### src/rtl/sas_pkg.sv
// ============================================================================
// sas_pkg - shared types and constants of the sprite animation sequencer
// Command codes, step table entry layout and timer unit operations.
// ============================================================================
package sas_pkg;

    // table geometry, fixed by the widths of the animation and step fields
    localparam int ANIM_W    = 4;
    localparam int STEP_W    = 6;
    localparam int MAX_ANIMS = 1 << ANIM_W;
    localparam int MAX_STEPS = 1 << STEP_W;
    localparam int SLOT_W    = ANIM_W + STEP_W;
    localparam int LEN_W     = STEP_W + 1;

    localparam int FRAME_W   = 9;
    localparam int TIME_W    = 16;
    localparam int TIMER_W   = 24;
    localparam logic [TIMER_W-1:0] TIMER_MAX = {TIMER_W{1'b1}};

    typedef enum logic [2:0] {
        CMD_TICK         = 3'd0,
        CMD_PLAY         = 3'd1,
        CMD_PLAY_FROM    = 3'd2,
        CMD_STOP         = 3'd3,
        CMD_SET_FRAME    = 3'd4,
        CMD_WRITE_STEP   = 3'd5,
        CMD_WRITE_HEADER = 3'd6
    } t_cmd;

    typedef struct packed {
        logic [FRAME_W-1:0] frame;
        logic [TIME_W-1:0]  delay;
    } t_step;

    typedef enum logic [1:0] {
        TU_ADD_SAT = 2'b01,
        TU_SUB     = 2'b10
    } t_tu_op;

endpackage

### src/rtl/sas_timer_unit.sv
// ============================================================================
// sas_timer_unit - shared timer arithmetic
// Saturating add of elapsed time, or subtract of a step delay with borrow.
// ============================================================================
module sas_timer_unit (
    input  sas_pkg::t_tu_op               i_op,
    input  logic [sas_pkg::TIMER_W-1:0]   i_a,
    input  logic [sas_pkg::TIMER_W-1:0]   i_b,
    output logic [sas_pkg::TIMER_W-1:0]   o_result,
    output logic                          o_borrow
);

    logic [sas_pkg::TIMER_W:0] w_sum;

    always_comb begin
        w_sum    = {1'b0, i_a} + {1'b0, i_b};
        o_result = w_sum[sas_pkg::TIMER_W-1:0];
        o_borrow = 1'b0;
        unique case (i_op)
            sas_pkg::TU_ADD_SAT: begin
                w_sum = {1'b0, i_a} + {1'b0, i_b};
                // clamp at the top of the timer range
                o_result = w_sum[sas_pkg::TIMER_W] ? sas_pkg::TIMER_MAX
                                                   : w_sum[sas_pkg::TIMER_W-1:0];
            end
            sas_pkg::TU_SUB: begin
                w_sum    = {1'b0, i_a} - {1'b0, i_b};
                o_result = w_sum[sas_pkg::TIMER_W-1:0];
                o_borrow = w_sum[sas_pkg::TIMER_W];
            end
            default: begin
                o_result = i_a;
            end
        endcase
    end

endmodule

### config.mk
export PLATFORM = sky130hd
export DESIGN_NAME = sas_timer_unit
export DESIGN_NICKNAME = d
export VERILOG_FILES = /design/src/rtl/sas_pkg.sv /design/src/rtl/sas_timer_unit.sv
export SDC_FILE = /design/constraint.sdc
export NUM_CORES = 1
export LEC_CHECK = 0
export BUFFER_PORTS_ARGS = -buffer_cell sky130_fd_sc_hd__buf_2
export CAP_MARGIN = 10
export CORE_UTILIZATION = 40
export DETAILED_ROUTE_END_ITERATION = 8
export MAX_ROUTING_LAYER = met4
export PLACE_DENSITY = 0.66
export RECOVER_POWER = 50
export SLEW_MARGIN = 5
export SYNTH_ARGS = -nofsm -noshare
export SYNTH_HDL_FRONTEND = slang
export SYNTH_SLANG_ARGS = --single-unit
### constraint.sdc
create_clock -name vclk -period 2.2
set_input_delay 0 -clock vclk [all_inputs]
set_output_delay 0 -clock vclk [all_outputs]
set_load 0.01 [all_outputs]
# After elaboration in Yosys (flattened, before gate mapping)
# Index checks and enable logic that the tools add are counted.
# Widths: inputs -> output; s select.
[classes]
add_sub_neg = 2
eq_ne = 2
mux = 3
[ops]
columns = ["op", "count"]
rows = [
  ["$pmux 24 s2", 1],
  ["$add 24x24->25", 1],
  ["$sub 24x24->25", 1],
  ["$mux 24", 1],
  ["$eq 2x1->1 const B", 1],
  ["$eq 2x2->1 const B", 1],
  ["$mux 1", 1],
]
[totals]
reg_bits = 0
output_inout_bits = 25
elab_cells = 7

# Logic depth before layout (Yosys ltp)
[depth]
word_depth = 3
depth_mapped = 12
depth_no_buf = 12

# Worst setup path before layout
# OpenSTA, ideal clock, no wires.
[synth_path]
kind = "input port to output port"
start = "input port i_b[2] (netlist name)"
end = "output port o_result[14] (netlist name)"
arrival_ns = 2.298
setup_slack_ns = -0.098
cell_stages = 11
path_buffers = 1
path_cell_list = "inv_1 ha_1 nand2b_4 a221oi_4 o21ai_2 o211a_1 o41ai_4 a41o_2 buf_6 o21ai_0 a31oi_1"
[synth_between]
elab_chain_len = 3
word_cells_on_any_way = 4
[synth_lines]
columns = ["item", "line", "text"]
rows = [
  ["start, declared", "sas_timer_unit.sv:8", "input logic [sas_pkg::TIMER_W-1:0] i_b,"],
  ["$add 24x24->25", "sas_timer_unit.sv:21", "w_sum = {1'b0, i_a} + {1'b0, i_b};"],
  ["$mux 24", "sas_timer_unit.sv:23", "o_result = w_sum[sas_pkg::TIMER_W] ? sas_pkg::TIMER_MAX"],
  ["$pmux 24 s2 (*)", "sas_timer_unit.sv:19", "unique case (i_op)"],
  ["end, declared", "sas_timer_unit.sv:9", "output logic [sas_pkg::TIMER_W-1:0] o_result,"],
]
# Mark *: on every way between the ends. The rest lies on a longest branch, timed or not.

# Final worst setup path
# Ends and elaborated chain as after synthesis.

==> results.cfg <==
[routing]
drtIter0Drc = 190
vias_per_cell = 5.748
wirelength_microns = 12550
route.detailed.drc = 0
avgRoutedWirePerCell_microns = 16.75
first_pass_iters = 4
vias = 4305
ant_nets = 0

[timing]
layout_setup_ws_ns = -0.3451
slew_violations = 0
rsz0062_at_grt = yes
slew_headroom = 0.6454
worstMarginPinSlew_ns = 0.5270
finalCritPeriodShare = 1.157
setup_violations = 24
hold_viol = 0
fin_crit_ns = 2.545
fmax_mhz = 392.9

[grt]
grt_pass1_wl_microns = 19060
grt_pass1_vias = 4208
grt_max_degree = 19
grt_usage = 0.3109
antenna_found_initial = 0
overflow = 0

[synthesis]
syn_area_sq_mm = 0.003069
yosysUniqueCellTypes = 67
synth_nets = 562
avgSynthCellArea_sq_um = 6.672
yosysWarningCount = 0
seq_area_frac_synth = 0
syn_inst = 460

[die]
core_sq_mm = 0.007331
std_cell_rows = 31
die_h_microns = 89.60
ios = 75
die_w_microns = 89.60
start_util = 0.4187
die_area_sq_mm = 0.008027

[final_layout]
nFillCells = 640
n_clock_buffer = 0
final_area_sq_mm = 0.005110
final_layout_size_suffix_gt1_frac = 0.4646
nets = 754
area_growth_pct = 66.49
seq_cells = 0
seq_area_sq_um = 0
multi_input_area_sq_mm = 0.003267
diodes = 0

[worst_setup_path]
worst-setup-path-type = in -> out
cpMaxStageDelayCell = a41o_4
cp-start-kind = input pin
crit_family = compound AO/OA/AOI/OAI gates
crit_path_start = i_b[2]
crit_chain = buf_6 -> inv_2 -> ha_4 -> nand2b_4 -> a221oi_4 -> o21ai_4 -> o211a_1 -> o41ai_4 -> a41o_4 -> buf_6 -> o21ai_2 -> a31oi_1 -> buf_2
crit_top_cell = buf_6
path_buf_inv = 4
worstPathArrival_ns = 2.55
cp-end-kind = primary output
critPathMaxStageDelay_ns = 0.35
crit_path_max_fanout = 5
critPathRequiredTime_ns = 2.20

[flow_run]
cap_violations = 0

[placement]
gp_congestion = 1.000
io_buffers = 75
place_hpwl_microns = 9490
dp_slack_ns = -0.4853
dpl_cell_area_sq_mm = 0.004483

[hold_path]
hold_depth = 4
hold_start = i_a[0]
worstHoldEndpoint = o_result[0]
min_path_type = in -> out

[run_status]
status = finished with violations
violations = negative setup slack

[clocking]
ctsHoldBuffers = 0

[pwr]
leakagePower_uw = 0.002411
powerDensity_mw_per_mm2 = 312.0
peakVddDrop_mv = 0.1324
==> power breakdown <==
part	total (uW)	leakage, uW	switching (uW)	internal (uW)
Combinational	1590	0.00241	821	774
Clock	0	0	0	0
Sequential	0	0	0	0
Total	1590	0.00241	821	774
==> cells by family after synthesis <==
kind of cell	synth area share
multiplexers	0.01060
buffers and inverters	0.1027
XOR/XNOR	0.04851
adder cells (fa/ha/maj)	0.2169
AND/OR/NAND/NOR	0.2108
AO/OA/AOI/OAI	0.4105
==> layout by cell type (no fill, tap or decap), drive strengths merged, types with 6 or more instances in the layout <==
cell     instances
nor2b            7
a21oi           35
o21ai           32
o31ai            8
xnor2           13
o21bai           7
nor3            11
a2bb2oi          9
ha              50
o311ai           6
buf            217
a211oi           6
nand2b           7
nor2            46
a31oi           11
nand3            6
nand2           29
inv             52
or3              6
==> worst max path at each step <==
stage | end | depth (start not counted)
2_1_floorplan | o_result[21] | 11
3_3_place_gp | o_result[22] | 13
3_5_place_dp | o_result[22] | 13
4_1_cts | o_result[14] | 13
5_1_grt | o_result[0] | 13
6_report | o_result[14] | 13
==> synth_stat cells, types with 5 or more instances <==
master	count	area, sq um
a2bb2oi_1	9	78.83
a21oi_1	35	175.2
clkbuf_1	19	71.32
nand3_1	6	30.03
a211oi_1	6	45.04
a21boi_0	5	37.54
a21o_1	5	37.54
nor2b_1	7	43.79
xnor2_1	13	113.9
nand2_1	28	105.1
o21bai_1	7	52.55
nand4_1	5	31.28
o311ai_0	5	43.79
inv_1	52	195.2
a31oi_1	11	68.82
o21ai_0	29	145.1
ha_1	50	625.6
buf_2	6	30.03
or3_1	6	37.54
o31ai_1	8	60.06
nor2_1	46	172.7
nand2b_1	6	37.54
nor3_1	11	55.05
==> layer usage <==
metal  GRT usage  part of all wire  vias up  wire [microns]
met5           -                 0        -               0
met4      0.1082             0.027        0             343
met3     0.01371             0.057       46             721
met2      0.5420              0.49      171            6205
met1      0.3818              0.42     2017            5274
li1            -                 -     2071               -
==> worst min-delay path, stage by stage <==
cell and delay (ns):
buf_8 0.08, nand2_1 0.07, o31ai_2 0.07, buf_2 0.13
==> layout make-up <==
type                       count  share of cell area
timing repair buffer         217              0.2982
inverter                      52             0.03820
multi-input combinational    381              0.6393
tap                           99             0.02424
==> what timing repair did <==
item	in CTS	in global routing
resized for setup	73	44
setup endpoints to repair	25	25
pin swaps	43	19
buffers inserted	7	4
==> stage by stage <==
stage            util  hold WS [ns]  power (uW)  std cells  TNS [ns]
4_1_cts        0.6653        0.2991        1472        745    -7.169
2_1_floorplan       -        0.1226       744.4        460         0
5_1_grt        0.6970        0.3692        1716        749    -7.895
3_5_place_dp   0.6115        0.3262        1332        738    -8.523
6_report       0.6970        0.3508        1594        749    -5.557
3_3_place_gp   0.6115        0.3164        1309        738    -7.126
Power figures use the tool's default switching activity.
